**config.mk**
```make
export PLATFORM = sky130hd
export DESIGN_NAME = hid_keyboard_report_builder_core_flat
export DESIGN_NICKNAME = d
export VERILOG_FILES = /design/src/design/hkrb_pkg.sv /design/src/design/hkrb_if.sv /design/src/design/hid_keyboard_report_builder_core.sv /design/src/design/hkrb_ctrl.sv /design/src/design/hkrb_dp.sv /design/src/flat_wrapper.sv
export SDC_FILE = /design/constraint.sdc
export NUM_CORES = 1
export LEC_CHECK = 0
export BUFFER_PORTS_ARGS = -buffer_cell sky130_fd_sc_hd__buf_2
export CAP_MARGIN = 20
export CORE_ASPECT_RATIO = 2
export CORE_MARGIN = 2
export CORE_UTILIZATION = 60
export DETAILED_ROUTE_END_ITERATION = 6
export PLACE_DENSITY = 0.76
export SLEW_MARGIN = 15
export SYNTH_ARGS = -nofsm -noshare
export SYNTH_HDL_FRONTEND = slang
export SYNTH_SLANG_ARGS = --single-unit
```
**constraint.sdc**
```tcl
create_clock -name clk -period 9.3 [get_ports clk]
set_input_delay 0.93 -clock clk [delete_from_list [all_inputs] [get_ports clk]]
set_output_delay 0.93 -clock clk [all_outputs]
set_load 0.01 [all_outputs]
```
**src/design/hkrb_pkg.sv**
```systemverilog
// Shared types, constants and character tables for the keyboard report builder.
`timescale 1ns / 1ps
package hkrb_pkg;

  localparam int SLOT_COUNT = 6;
  localparam int SLOT_CNT_W = $clog2(SLOT_COUNT + 1);

  localparam logic [2:0] ACT_PRESS_CHAR    = 3'd0;
  localparam logic [2:0] ACT_RELEASE_CHAR  = 3'd1;
  localparam logic [2:0] ACT_PRESS_USAGE   = 3'd2;
  localparam logic [2:0] ACT_RELEASE_USAGE = 3'd3;
  localparam logic [2:0] ACT_RELEASE_ALL   = 3'd4;
  localparam logic [2:0] ACT_TYPE_CHAR     = 3'd5;

  localparam logic [7:0] SHIFT_FLAG = 8'h80;
  localparam logic [7:0] ALTGR_FLAG = 8'h40;
  localparam logic [7:0] MOD_SHIFT  = 8'h02;
  localparam logic [7:0] MOD_ALTGR  = 8'h40;
  localparam logic [7:0] MOD_DEAD   = 8'h04;
  localparam logic [7:0] MOD_FIRST  = 8'hE0;
  localparam logic [7:0] MOD_LAST   = 8'hE7;
  localparam logic [7:0] RAW_BASE   = 8'd136;
  localparam logic [7:0] MODKEY_BASE = 8'd128;
  localparam logic [7:0] USAGE_NUS  = 8'h64;
  localparam logic [7:0] CH_GRAVE   = 8'd96;
  localparam logic [7:0] CH_TILDE   = 8'd126;
  localparam logic [7:0] U_GRAVE    = 8'h61;
  localparam logic [7:0] U_TILDE_A  = 8'h59;
  localparam logic [7:0] U_TILDE_B  = 8'h5A;
  localparam logic [7:0] U_SPACE_IT = 8'h5E;

  localparam logic [7:0] MAP_US [128] = '{
    8'h00,8'h00,8'h00,8'h00,8'h00,8'h00,8'h00,8'h00,8'h2a,8'h2b,8'h28,8'h00,8'h00,8'h00,8'h00,8'h00,
    8'h00,8'h00,8'h00,8'h00,8'h00,8'h00,8'h00,8'h00,8'h00,8'h00,8'h00,8'h00,8'h00,8'h00,8'h00,8'h00,
    8'h2c,8'h9e,8'hb4,8'ha0,8'ha1,8'ha2,8'ha4,8'h34,8'ha6,8'ha7,8'ha5,8'hae,8'h36,8'h2d,8'h37,8'h38,
    8'h27,8'h1e,8'h1f,8'h20,8'h21,8'h22,8'h23,8'h24,8'h25,8'h26,8'hb3,8'h33,8'hb6,8'h2e,8'hb7,8'hb8,
    8'h9f,8'h84,8'h85,8'h86,8'h87,8'h88,8'h89,8'h8a,8'h8b,8'h8c,8'h8d,8'h8e,8'h8f,8'h90,8'h91,8'h92,
    8'h93,8'h94,8'h95,8'h96,8'h97,8'h98,8'h99,8'h9a,8'h9b,8'h9c,8'h9d,8'h2f,8'h31,8'h30,8'ha3,8'had,
    8'h35,8'h04,8'h05,8'h06,8'h07,8'h08,8'h09,8'h0a,8'h0b,8'h0c,8'h0d,8'h0e,8'h0f,8'h10,8'h11,8'h12,
    8'h13,8'h14,8'h15,8'h16,8'h17,8'h18,8'h19,8'h1a,8'h1b,8'h1c,8'h1d,8'haf,8'hb1,8'hb0,8'hb5,8'h00
  };

  localparam logic [7:0] MAP_IT [128] = '{
    8'h00,8'h00,8'h00,8'h00,8'h00,8'h00,8'h00,8'h00,8'h2a,8'h2b,8'h28,8'h00,8'h00,8'h00,8'h00,8'h00,
    8'h00,8'h00,8'h00,8'h00,8'h00,8'h00,8'h00,8'h00,8'h00,8'h00,8'h00,8'h00,8'h00,8'h00,8'h00,8'h00,
    8'h2c,8'h9e,8'h9f,8'h74,8'ha1,8'ha2,8'ha3,8'h2d,8'ha5,8'ha6,8'hb0,8'h30,8'h36,8'h38,8'h37,8'ha4,
    8'h27,8'h1e,8'h1f,8'h20,8'h21,8'h22,8'h23,8'h24,8'h25,8'h26,8'hb7,8'hb6,8'h64,8'ha7,8'he4,8'had,
    8'h73,8'h84,8'h85,8'h86,8'h87,8'h88,8'h89,8'h8a,8'h8b,8'h8c,8'h8d,8'h8e,8'h8f,8'h90,8'h91,8'h92,
    8'h93,8'h94,8'h95,8'h96,8'h97,8'h98,8'h99,8'h9a,8'h9b,8'h9c,8'h9d,8'h6f,8'h35,8'h70,8'hae,8'hb8,
    8'h35,8'h04,8'h05,8'h06,8'h07,8'h08,8'h09,8'h0a,8'h0b,8'h0c,8'h0d,8'h0e,8'h0f,8'h10,8'h11,8'h12,
    8'h13,8'h14,8'h15,8'h16,8'h17,8'h18,8'h19,8'h1a,8'h1b,8'h1c,8'h1d,8'hef,8'hb5,8'hf0,8'hb5,8'h00
  };

  typedef logic [SLOT_COUNT-1:0][7:0] slots_t;

  typedef struct packed {
    logic       ok;
    logic [7:0] mods;
    slots_t     slots;
  } upd_t;

  typedef enum logic [2:0] {
    ST_IDLE,
    ST_EXEC,
    ST_SPC2,
    ST_SPC3,
    ST_EMIT,
    ST_CLR,
    ST_EMIT2
  } state_t;

  typedef struct packed {
    logic load;
    logic exec;
    logic spc2;
    logic spc3;
    logic clear;
    logic emit;
    logic emit_final;
  } dp_cmd_t;

  typedef struct packed {
    logic special;
    logic type_op;
    logic out_free;
  } dp_sts_t;

endpackage

```
**src/design/hkrb_if.sv**
```systemverilog
// Request channel interfaces: input action channel and report channel.
`timescale 1ns / 1ps
interface hkrb_in_if;
  logic       valid;
  logic       ready;
  logic [2:0] action;
  logic [7:0] code;
  logic       send_now;
  modport source (output valid, action, code, send_now, input ready);
  modport sink (input valid, action, code, send_now, output ready);
endinterface

interface hkrb_out_if;
  logic       valid;
  logic       ready;
  logic       report_sent;
  logic [7:0] modifier_bits;
  logic [7:0] slot_zero;
  logic [7:0] slot_one;
  logic [7:0] slot_two;
  logic [7:0] slot_three;
  logic [7:0] slot_four;
  logic [7:0] slot_five;
  logic       ok;
  logic       last;
  modport source (output valid, report_sent, modifier_bits, slot_zero, slot_one, slot_two,
                  slot_three, slot_four, slot_five, ok, last, input ready);
  modport sink (input valid, report_sent, modifier_bits, slot_zero, slot_one, slot_two,
                slot_three, slot_four, slot_five, ok, last, output ready);
endinterface

```
**src/design/hid_keyboard_report_builder_core.sv**
```systemverilog
// Top level of the keyboard report builder: sequencer plus report datapath.
//
//  channel | dir | handshake          | payload
//  --------+-----+--------------------+----------------------------------------------
//  in_if   | in  | valid/ready        | action[2:0], code[7:0], send_now
//  out_if  | out | valid/ready        | report_sent, modifier_bits, slot_zero..five,
//          |     |                    | ok, last
//  cfg     | in  | cfg_we, no ready   | cfg_wdata = key_layout (0 US, 1 IT)
//
// A request steps through accept, execute and emit; IT grave/tilde add two
// extra steps before emit (a second add-usage, used by tilde only, and a
// space add); type char adds a clear and a second emit.
// Reset (rst_n low, synchronous) empties all slots and the modifier byte and
// selects the US layout. A stalled out_if holds the report register; the
// request input stays open while an older report waits to be taken, and the
// sequencer waits in its emit step until the report register frees up.
`timescale 1ns / 1ps
module hid_keyboard_report_builder_core
  import hkrb_pkg::*;
(
  input  logic   clk,
  input  logic   rst_n,
  input  logic   cfg_we,
  input  logic   cfg_wdata,
  hkrb_in_if.sink    in_if,
  hkrb_out_if.source out_if
);

  dp_cmd_t cmd;
  dp_sts_t sts;
  slots_t  rep_slots;

  // sequencer: owns the input handshake
  hkrb_ctrl u_ctrl (
    .clk      (clk),
    .rst_n    (rst_n),
    .in_valid (in_if.valid),
    .in_ready (in_if.ready),
    .sts      (sts),
    .cmd      (cmd)
  );

  // datapath: report state and output register
  hkrb_dp u_dp (
    .clk               (clk),
    .rst_n             (rst_n),
    .cfg_we            (cfg_we),
    .cfg_wdata         (cfg_wdata),
    .in_action         (in_if.action),
    .in_code           (in_if.code),
    .in_send_now       (in_if.send_now),
    .cmd               (cmd),
    .sts               (sts),
    .out_valid         (out_if.valid),
    .out_ready         (out_if.ready),
    .out_report_sent   (out_if.report_sent),
    .out_modifier_bits (out_if.modifier_bits),
    .out_slots         (rep_slots),
    .out_ok            (out_if.ok),
    .out_last          (out_if.last)
  );

  // report always has six slots; any beyond the configured count read empty
  logic [5:0][7:0] rep6;
  for (genvar j = 0; j < 6; j++) begin : g_rep
    if (j < SLOT_COUNT) begin : g_used
      assign rep6[j] = rep_slots[j];
    end else begin : g_unused
      assign rep6[j] = 8'h00;
    end
  end

  assign out_if.slot_zero  = rep6[0];
  assign out_if.slot_one   = rep6[1];
  assign out_if.slot_two   = rep6[2];
  assign out_if.slot_three = rep6[3];
  assign out_if.slot_four  = rep6[4];
  assign out_if.slot_five  = rep6[5];

endmodule

```
**src/design/hkrb_ctrl.sv**
```systemverilog
// Sequencer that steps one request through execute, special-key adds, clear and report emits.
`timescale 1ns / 1ps
module hkrb_ctrl
  import hkrb_pkg::*;
(
  input  logic    clk,
  input  logic    rst_n,
  input  logic    in_valid,
  output logic    in_ready,
  input  dp_sts_t sts,
  output dp_cmd_t cmd
);

  state_t state_r, state_nxt;

  always_ff @(posedge clk) begin
    if (!rst_n) begin
      state_r <= ST_IDLE;
    end else begin
      state_r <= state_nxt;
    end
  end

  always_comb begin
    state_nxt = state_r;
    case (state_r)
      ST_IDLE:  if (in_valid) state_nxt = ST_EXEC;
      ST_EXEC:  state_nxt = sts.special ? ST_SPC2 : ST_EMIT;
      ST_SPC2:  state_nxt = ST_SPC3;
      ST_SPC3:  state_nxt = ST_EMIT;
      ST_EMIT:  if (sts.out_free) state_nxt = sts.type_op ? ST_CLR : ST_IDLE;
      ST_CLR:   state_nxt = ST_EMIT2;
      ST_EMIT2: if (sts.out_free) state_nxt = ST_IDLE;
      default:  state_nxt = ST_IDLE;
    endcase
  end

  always_comb begin
    cmd      = '0;
    in_ready = 1'b0;
    case (state_r)
      ST_IDLE: begin
        in_ready = 1'b1;
        cmd.load = in_valid;
      end
      ST_EXEC:  cmd.exec  = 1'b1;
      ST_SPC2:  cmd.spc2  = 1'b1;
      ST_SPC3:  cmd.spc3  = 1'b1;
      ST_EMIT:  cmd.emit  = sts.out_free;
      ST_CLR:   cmd.clear = 1'b1;
      ST_EMIT2: begin
        cmd.emit       = sts.out_free;
        cmd.emit_final = 1'b1;
      end
      default: cmd = '0;
    endcase
  end

endmodule

```
**src/design/hkrb_dp.sv**
```systemverilog
// Report state, slot update logic and registered report output.
`timescale 1ns / 1ps
module hkrb_dp
  import hkrb_pkg::*;
(
  input  logic          clk,
  input  logic          rst_n,
  input  logic          cfg_we,
  input  logic          cfg_wdata,
  input  logic [2:0]    in_action,
  input  logic [7:0]    in_code,
  input  logic          in_send_now,
  input  dp_cmd_t       cmd,
  output dp_sts_t       sts,
  output logic          out_valid,
  input  logic          out_ready,
  output logic          out_report_sent,
  output logic [7:0]    out_modifier_bits,
  output slots_t        out_slots,
  output logic          out_ok,
  output logic          out_last
);

  // press-usage rule: modifier usages set their mods bit; else first slot holding k or empty takes k
  function automatic upd_t add_usage(input logic [7:0] k, input logic [7:0] mods,
                                     input slots_t slots);
    upd_t u;
    logic hit;
    u.ok    = 1'b0;
    u.mods  = mods;
    u.slots = slots;
    hit     = 1'b0;
    if (k >= MOD_FIRST && k <= MOD_LAST) begin
      u.mods = mods | (8'h01 << k[2:0]);
      u.ok   = 1'b1;
    end else begin
      for (int i = 0; i < SLOT_COUNT; i++) begin
        if (!hit && (slots[i] == k || slots[i] == 8'h00)) begin
          u.slots[i] = k;
          hit        = 1'b1;
        end
      end
      u.ok = hit;
    end
    return u;
  endfunction

  function automatic upd_t press_char(input logic [7:0] code, input logic layout,
                                      input logic [7:0] mods, input slots_t slots);
    upd_t u;
    logic [7:0] k;
    logic [7:0] m;
    logic mapped, present, hit;
    u.ok    = 1'b0;
    u.mods  = mods;
    u.slots = slots;
    m       = mods;
    mapped  = 1'b1;
    present = 1'b0;
    hit     = 1'b0;
    if (code >= RAW_BASE) begin
      k = code - RAW_BASE;
    end else if (code >= MODKEY_BASE) begin
      m = mods | (8'h01 << code[2:0]);
      k = 8'h00;
    end else begin
      k = layout ? MAP_IT[code[6:0]] : MAP_US[code[6:0]];
      if (k == 8'h00) mapped = 1'b0;
      if ((k & SHIFT_FLAG) != 8'h00) begin
        m = m | MOD_SHIFT;
        k = k & 8'h7F;
      end
      if ((k & ALTGR_FLAG) != 8'h00 && k != USAGE_NUS) begin
        m = m | MOD_ALTGR;
        k = k & 8'h3F;
      end
    end
    if (mapped) begin
      u.mods = m;
      for (int i = 0; i < SLOT_COUNT; i++) begin
        if (slots[i] == k) present = 1'b1;
      end
      if (present) begin
        u.ok = 1'b1;
      end else begin
        for (int i = 0; i < SLOT_COUNT; i++) begin
          if (!hit && slots[i] == 8'h00) begin
            u.slots[i] = k;
            hit        = 1'b1;
          end
        end
        u.ok = hit;
      end
    end
    return u;
  endfunction

  // release always goes through the US table
  function automatic upd_t release_char(input logic [7:0] code, input logic [7:0] mods,
                                        input slots_t slots);
    upd_t u;
    logic [7:0] k;
    logic [7:0] m;
    logic mapped;
    u.ok    = 1'b0;
    u.mods  = mods;
    u.slots = slots;
    m       = mods;
    mapped  = 1'b1;
    if (code >= RAW_BASE) begin
      k = code - RAW_BASE;
    end else if (code >= MODKEY_BASE) begin
      m = mods & ~(8'h01 << code[2:0]);
      k = 8'h00;
    end else begin
      k = MAP_US[code[6:0]];
      if (k == 8'h00) mapped = 1'b0;
      if ((k & SHIFT_FLAG) != 8'h00) begin
        m = m & ~MOD_SHIFT;
        k = k & 8'h7F;
      end
      if ((k & ALTGR_FLAG) != 8'h00) begin
        m = m & ~MOD_ALTGR;
        k = k & 8'h3F;
      end
    end
    if (mapped) begin
      u.ok   = 1'b1;
      u.mods = m;
      for (int i = 0; i < SLOT_COUNT; i++) begin
        if (k != 8'h00 && slots[i] == k) u.slots[i] = 8'h00;
      end
    end
    return u;
  endfunction

  // modifier usages clear their mods bit; else zero matching slots, then pack the occupied ones to the front
  function automatic upd_t drop_usage(input logic [7:0] k, input logic [7:0] mods,
                                      input slots_t slots);
    upd_t u;
    slots_t z;
    logic [SLOT_COUNT-1:0][SLOT_CNT_W-1:0] pc;
    logic [SLOT_CNT_W-1:0] cnt;
    u.ok    = 1'b1;
    u.mods  = mods;
    u.slots = slots;
    z       = slots;
    cnt     = '0;
    if (k >= MOD_FIRST && k <= MOD_LAST) begin
      u.mods = mods & ~(8'h01 << k[2:0]);
    end else begin
      for (int i = 0; i < SLOT_COUNT; i++) begin
        if (slots[i] == k) z[i] = 8'h00;
      end
      for (int i = 0; i < SLOT_COUNT; i++) begin
        pc[i] = cnt;
        if (z[i] != 8'h00) cnt = cnt + 1'b1;
      end
      u.slots = '0;
      for (int j = 0; j < SLOT_COUNT; j++) begin
        for (int i = 0; i < SLOT_COUNT; i++) begin
          if (z[i] != 8'h00 && pc[i] == SLOT_CNT_W'(j)) u.slots[j] = z[i];
        end
      end
    end
    return u;
  endfunction

  logic         layout_r;
  logic [7:0]   mods_r, mods_nxt;
  slots_t       slots_r, slots_nxt;
  logic [2:0]   act_r;
  logic [7:0]   code_r;
  logic         send_r;
  logic         ok_r, ok_nxt;
  logic         sent_r, sent_nxt;
  logic         good_r, good_nxt;
  logic         out_valid_r;
  logic         out_sent_r;
  logic [7:0]   out_mods_r;
  slots_t       out_slots_r;
  logic         out_ok_r;
  logic         out_last_r;
  logic         is_press, tilde;
  upd_t         u;
  logic         emit_sent;

  assign is_press     = (act_r == ACT_PRESS_CHAR) || (act_r == ACT_TYPE_CHAR);
  assign tilde        = (code_r == CH_TILDE);
  assign sts.special  = is_press && layout_r && ((code_r == CH_GRAVE) || tilde);
  assign sts.type_op  = (act_r == ACT_TYPE_CHAR);
  assign sts.out_free = !out_valid_r || out_ready;

  always_comb begin
    mods_nxt  = mods_r;
    slots_nxt = slots_r;
    ok_nxt    = ok_r;
    sent_nxt  = sent_r;
    good_nxt  = good_r;
    u         = '0;
    if (cmd.exec) begin
      case (act_r)
        ACT_PRESS_CHAR, ACT_TYPE_CHAR: begin
          if (sts.special) begin
            u        = add_usage(tilde ? U_TILDE_A : U_GRAVE, mods_r | MOD_DEAD, slots_r);
            good_nxt = u.ok;
          end else begin
            u        = press_char(code_r, layout_r, mods_r, slots_r);
            ok_nxt   = u.ok;
            sent_nxt = u.ok;
          end
        end
        ACT_RELEASE_CHAR: begin
          u        = release_char(code_r, mods_r, slots_r);
          ok_nxt   = u.ok;
          sent_nxt = u.ok;
        end
        ACT_PRESS_USAGE: begin
          u        = add_usage(code_r, mods_r, slots_r);
          ok_nxt   = u.ok;
          sent_nxt = u.ok && send_r;
        end
        ACT_RELEASE_USAGE: begin
          u        = drop_usage(code_r, mods_r, slots_r);
          ok_nxt   = 1'b1;
          sent_nxt = send_r;
        end
        ACT_RELEASE_ALL: begin
          u        = '0;
          u.ok     = 1'b1;
          ok_nxt   = 1'b1;
          sent_nxt = 1'b1;
        end
        default: begin
          u.mods   = mods_r;
          u.slots  = slots_r;
          ok_nxt   = 1'b0;
          sent_nxt = 1'b0;
        end
      endcase
      mods_nxt  = u.mods;
      slots_nxt = u.slots;
    end else if (cmd.spc2) begin
      if (tilde) begin
        u         = add_usage(U_TILDE_B, mods_r, slots_r);
        mods_nxt  = u.mods;
        slots_nxt = u.slots;
        good_nxt  = good_r && u.ok;
      end
    end else if (cmd.spc3) begin
      u         = add_usage(U_SPACE_IT, mods_r, slots_r);
      mods_nxt  = u.mods;
      slots_nxt = u.slots;
      sent_nxt  = u.ok;
      ok_nxt    = good_r && u.ok;
    end else if (cmd.clear) begin
      mods_nxt  = '0;
      slots_nxt = '0;
    end
  end

  assign emit_sent = cmd.emit_final || sent_r;

  always_ff @(posedge clk) begin
    if (!rst_n) begin
      layout_r    <= 1'b0;
      mods_r      <= '0;
      slots_r     <= '0;
      out_valid_r <= 1'b0;
    end else begin
      if (cfg_we) layout_r <= cfg_wdata;
      mods_r  <= mods_nxt;
      slots_r <= slots_nxt;
      if (cmd.emit) begin
        out_valid_r <= 1'b1;
      end else if (out_ready) begin
        out_valid_r <= 1'b0;
      end
    end
  end

  always_ff @(posedge clk) begin
    ok_r   <= ok_nxt;
    sent_r <= sent_nxt;
    good_r <= good_nxt;
    if (cmd.load) begin
      act_r  <= in_action;
      code_r <= in_code;
      send_r <= in_send_now;
    end
    if (cmd.emit) begin
      out_sent_r  <= emit_sent;
      out_mods_r  <= emit_sent ? mods_r : 8'h00;
      out_slots_r <= emit_sent ? slots_r : '0;
      out_ok_r    <= ok_r;
      out_last_r  <= cmd.emit_final || !sts.type_op;
    end
  end

  assign out_valid         = out_valid_r;
  assign out_report_sent   = out_sent_r;
  assign out_modifier_bits = out_mods_r;
  assign out_slots         = out_slots_r;
  assign out_ok            = out_ok_r;
  assign out_last          = out_last_r;

endmodule

```
**src/flat_wrapper.sv**
```systemverilog
// flat-port wrapper written by rule: the top's interface ports become plain ports
module hid_keyboard_report_builder_core_flat import hkrb_pkg::*;
  (clk, rst_n, cfg_we, cfg_wdata, in_if_valid, in_if_action, in_if_code, in_if_send_now, in_if_ready, out_if_valid, out_if_report_sent, out_if_modifier_bits, out_if_slot_zero, out_if_slot_one, out_if_slot_two, out_if_slot_three, out_if_slot_four, out_if_slot_five, out_if_ok, out_if_last, out_if_ready);
  hkrb_in_if in_if_i ();
  hkrb_out_if out_if_i ();
  input  logic clk;
  input  logic rst_n;
  input  logic cfg_we;
  input  logic cfg_wdata;
  input wire logic [$bits(in_if_i.valid)-1:0] in_if_valid;
  input wire logic [$bits(in_if_i.action)-1:0] in_if_action;
  input wire logic [$bits(in_if_i.code)-1:0] in_if_code;
  input wire logic [$bits(in_if_i.send_now)-1:0] in_if_send_now;
  output wire logic [$bits(in_if_i.ready)-1:0] in_if_ready;
  output wire logic [$bits(out_if_i.valid)-1:0] out_if_valid;
  output wire logic [$bits(out_if_i.report_sent)-1:0] out_if_report_sent;
  output wire logic [$bits(out_if_i.modifier_bits)-1:0] out_if_modifier_bits;
  output wire logic [$bits(out_if_i.slot_zero)-1:0] out_if_slot_zero;
  output wire logic [$bits(out_if_i.slot_one)-1:0] out_if_slot_one;
  output wire logic [$bits(out_if_i.slot_two)-1:0] out_if_slot_two;
  output wire logic [$bits(out_if_i.slot_three)-1:0] out_if_slot_three;
  output wire logic [$bits(out_if_i.slot_four)-1:0] out_if_slot_four;
  output wire logic [$bits(out_if_i.slot_five)-1:0] out_if_slot_five;
  output wire logic [$bits(out_if_i.ok)-1:0] out_if_ok;
  output wire logic [$bits(out_if_i.last)-1:0] out_if_last;
  input wire logic [$bits(out_if_i.ready)-1:0] out_if_ready;
  assign in_if_i.valid = in_if_valid;
  assign in_if_i.action = in_if_action;
  assign in_if_i.code = in_if_code;
  assign in_if_i.send_now = in_if_send_now;
  assign in_if_ready = in_if_i.ready;
  assign out_if_valid = out_if_i.valid;
  assign out_if_report_sent = out_if_i.report_sent;
  assign out_if_modifier_bits = out_if_i.modifier_bits;
  assign out_if_slot_zero = out_if_i.slot_zero;
  assign out_if_slot_one = out_if_i.slot_one;
  assign out_if_slot_two = out_if_i.slot_two;
  assign out_if_slot_three = out_if_i.slot_three;
  assign out_if_slot_four = out_if_i.slot_four;
  assign out_if_slot_five = out_if_i.slot_five;
  assign out_if_ok = out_if_i.ok;
  assign out_if_last = out_if_i.last;
  assign out_if_i.ready = out_if_ready;
  hid_keyboard_report_builder_core u_core (.clk(clk), .rst_n(rst_n), .cfg_we(cfg_we), .cfg_wdata(cfg_wdata), .in_if(in_if_i), .out_if(out_if_i));
endmodule
```
==> impl_metrics.tcl, run 1 <==
set metrics [dict create \
    ys_seq_elements 135 \
    dp_hpwl_mm 46.4 \
    die_w_um 112 \
    place_inst 2048 \
    haltStage "global routing (5_1_grt)" \
    firstError "[ERROR GRT-0116] Global routing finished with congestion. Check the congestion regions in the DRC Viewer." \
    ys_top_cells_by_count "164 x nand2_1, 145 x a21oi_1, 140 x nor2_1" \
    dieHeight_um 219 \
    synth_edf_count 74 \
    synthesis.instances 1818 \
    start_util 0.612 \
    grt_max_degree 82 \
    clkSinkCount 135 \
    grt_usage 0.566 \
    synthTopCellsByArea "edfxtp_1 16%, dfxtp_1 8.8%, a21oi_1 5.2%, xor2_1 4.5%, nand2_1 4.4%" \
    synth_flop_cell "edfxtp_1" \
    gr-total-overflow 1 \
    rows 78 \
    synth_cell_type_count 104 \
    post-synth-top-count-cell "nand2_1" \
    outcome "aborted with a tool error" \
    portBuffers 78 \
    yosysTopAreaCell "edfxtp_1" \
    synth_top_area_share 0.160 \
    yosys_warnings 0 \
    root_buffer "clkbuf_16" \
    grt_pass1_vias 16200 \
    synth.avg_cell_area_sq_um 7.65 \
    syn-num-nets 1859 \
    async_flop_share 0 \
    cts_buffers 17 \
    cts-resized-gates 0 \
    gp_congestion 1.19 \
    ys_seq_area_frac 0.248 \
    ctsLongestPathBuffers 2 \
    placed_cell_area_sq_um 14300 \
    netlist_area_sq_um 13900 \
    h-tree-depth 4 \
    io_pins 79 \
    cts_hold_buffers 0 \
    post_cts_buffers 0 \
    grt_pass1_wl_mm 104 \
]
-- metrics by stage --
stage | hold WS, ns | setup slack, ns | utilization
after global placement | 0.445 | 3.66 | 0.627
after CTS | 0.469 | 3.41 | 0.652
after detailed placement | 0.455 | 3.56 | 0.627
after floorplan | 0.400 | 4.18 | -
-- layer usage --
| layer | track usage | overflow |
|---|---|---|
| met5 | 0.0167 | 0 |
| met4 | 0.594 | 1 |
| met3 | 0.252 | 0 |
| met2 | 0.830 | 0 |
| met1 | 0.570 | 0 |
-- logic make-up after synthesis --
| family | after synthesis | share of synthesized area |
|---|---|---|
| AND/OR/NAND/NOR | 701 | 0.261 |
| AO/OA/AOI/OAI | 540 | 0.267 |
| buffers and inverters | 225 | 0.0709 |
| flip-flops | 135 | 0.248 |
| XOR/XNOR | 123 | 0.0793 |
| multiplexers | 71 | 0.0533 |
| adder cells (fa/ha/maj) | 23 | 0.0207 |
==> run 2: changes to the inputs <==
CORE_ASPECT_RATIO = unset   (was 2)
CORE_UTILIZATION = 40   (was 60)
PLACE_DENSITY = unset   (was 0.76)
PLACE_DENSITY_LB_ADDON = 0.15   (was unset)
==> run 2 against run 1 <==
  * The run now ends clean
  * Area after synthesis stayed put
  * Synthesized cell count did not move
==> impl_metrics.tcl, run 2 <==
set metrics [dict create \
    multiInputGateArea_sq_um 9510 \
    cts_tree "yes" \
    post-synth-top-count-cell "nand2_1" \
    worstPathArrival_ns 6.34 \
    path_max_fanout 17 \
    finalInstanceArea_sq_um 15100 \
    cp.required_ns 9.67 \
    ys_seq_area_frac 0.248 \
    finalSetupTns_ns 0 \
    crit_path_top_delay_cell "edfxtp_1" \
    gr-total-overflow 0 \
    clk_pin_slew_ns 0.08 \
    tightest_slew_ns 1.19 \
    synth_top_area_share 0.160 \
    utilization 0.440 \
    drc 0 \
    grt_usage 0.353 \
    cp-start-kind "register" \
    antenna_found_initial 1 \
    worst_ir_drop_vdd_uv 417 \
    core_area_sq_um 34400 \
    die_w_um 190 \
    setup_viol 0 \
    critPathCaptureType "register" \
    reg2reg_from "u_core.u_dp.code_r[4]" \
    first_pass_iters 6 \
    netlist_area_sq_um 13900 \
    drtAntennaViolNets 0 \
    rows 68 \
    syn-num-nets 1859 \
    power-per-cell-area_nw_per_um2 241 \
    start_util 0.405 \
    portBuffers 78 \
    insertion_delay_ns 0.46 \
    skew_ns 0.0228 \
    cts_hold_buffers 0 \
    hold_viol 0 \
    maxSlewViolCount 0 \
    netSwitchingFraction 0.515 \
    seqCellArea_sq_um 3440 \
    r2r_slack_ns 3.33 \
    drt_iter0_markers 2537 \
    drive_above_1_share 0.143 \
    die_area_sq_um 36300 \
    vias 15000 \
    rsz0062_at_grt "false" \
    syn_to_final_growth_pct 8.82 \
    mostFrequentLayoutCell "nand2_1" \
    synth_flop_cell "edfxtp_1" \
    synth.avg_cell_area_sq_um 7.65 \
    root_buffer "clkbuf_16" \
    hp-start "u_core.u_dp.ok_r" \
    drt-total-wl_mm 64.5 \
    dieHeight_um 190 \
    cts_buffers 17 \
    io_pins 79 \
    ys_top_cells_by_count "164 x nand2_1, 145 x a21oi_1, 140 x nor2_1" \
    async_flop_share 0 \
    synth_cell_type_count 104 \
    fin_crit_ns 5.97 \
    h-tree-depth 4 \
    outcome "completed" \
    slew_headroom 0.200 \
    synthTopCellsByArea "edfxtp_1 16%, dfxtp_1 8.8%, a21oi_1 5.2%, xor2_1 4.5%, nand2_1 4.4%" \
    drv_cap 0 \
    grt_pass1_vias 13600 \
    critPathLaunch "u_core.u_dp.code_r[4]" \
    crit_type "register to register" \
    fill_cells 3504 \
    crit_family "simple AND/OR/NAND/NOR gates" \
    grt_max_degree 76 \
    diodes 0 \
    yosys_warnings 0 \
    critical_path_buf_inv_count 1 \
    p_int_mw 1.77 \
    cpPeakStageDelay_ns 0.95 \
    clkSinkCount 135 \
    via_per_inst 6.63 \
    p_comb_frac 0.601 \
    power_frac_seq 0.202 \
    cts-resized-gates 0 \
    crit_path_cell_trace "xor2_1 -> nor4_1 -> a21oi_1 -> ha_1 -> inv_1 -> nor2_1 -> o211ai_1 -> ha_1 -> mux2_2 -> ha_1 -> mux2i_1 -> nor2_1 -> nand2_1 -> nor2_1 -> mux2i_1 -> a21oi_1 -> or2_2 -> mux2i_1" \
    yosysTopAreaCell "edfxtp_1" \
    grt_pass1_wl_mm 93.8 \
    post_cts_buffers 0 \
    gp_congestion 1.00 \
    wl_per_cell_um 28.5 \
    placed_cell_area_sq_um 14500 \
    fin_nets 1834 \
    switchingPower_mw 1.88 \
    ys_seq_elements 135 \
    power_leakage_nw 5.52 \
    dp_hpwl_mm 44.8 \
    max_freq_ghz 0.168 \
    layout_common_cells "164 x nand2_1, 145 x a21oi_1, 140 x nor2_1, 90 x o21ai_0, 78 x buf_2" \
    fin_crit_sh 0.642 \
    hold_path_class "register to register" \
    synth_edf_count 74 \
    clock_power_share 0.197 \
    ctsLongestPathBuffers 2 \
    synthesis.instances 1818 \
]
[run 2: cell counts after synthesis]
Identical to the previous run, type by type.
[run 2: logic make-up after synthesis]
family                   after synthesis  synth area share
AND/OR/NAND/NOR                      701             0.261
buffers and inverters                225            0.0709
XOR/XNOR                             123            0.0793
multiplexers                          71            0.0533
adder cells (fa/ha/maj)               23            0.0207
flip-flops                           135             0.248
AO/OA/AOI/OAI                        540             0.267
[run 2: layout make-up]
cell class,instances,share of cell area
sequential,135,0.227
inverter,37,0.00918
timing repair buffer,144,0.0585
clock buffer,18,0.0284
multi-input combinational,1458,0.628
clock inverter,14,0.0108
tap,455,0.0376
[run 2: per-layer routing]
| layer | part of all wire | GRT usage | routed length [um] |
|---|---|---|---|
| met5 | 0.00029 | 0 | 19 |
| met4 | 0.051 | 0.161 | 3310 |
| met3 | 0.13 | 0.0867 | 8110 |
| met2 | 0.40 | 0.496 | 25800 |
| met1 | 0.42 | 0.503 | 27200 |
[run 2: power groups by stage]
stage	clock [mW]	combinational (mW)	sequential [mW]
6_report	0.720	2.19	0.737
5_1_grt	0.751	2.35	0.735
4_1_cts	0.733	2.10	0.730
3_5_place_dp	0	2.10	0.743
3_3_place_gp	0	2.08	0.743
2_1_floorplan	0	1.60	0.700
[run 2: final timing paths]
kind	endpoint	depth (start not counted)
setup / recovery	u_core.u_dp.slots_r[7]	18
hold / removal	u_core.u_dp.out_ok	0
setup reg to reg	u_core.u_dp.slots_r[7]	18
hold reg to reg	u_core.u_dp.out_ok	0
[run 2: through the flow]
| stage | power, mW | instances | hold WS, ns | setup WS (ns) |
|---|---|---|---|---|
| floorplan | 2.30 | 1818 | 0.400 | 4.18 |
| global placement | 2.83 | 2228 | 0.411 | 3.49 |
| detailed placement | 2.84 | 2228 | 0.411 | 3.53 |
| CTS | 3.57 | 2260 | 0.446 | 3.48 |
| global route | 3.83 | 2261 | 0.459 | 2.86 |
| finish | 3.65 | 2261 | 0.454 | 3.33 |
No activity file was read; power rests on OpenSTA's default activity.
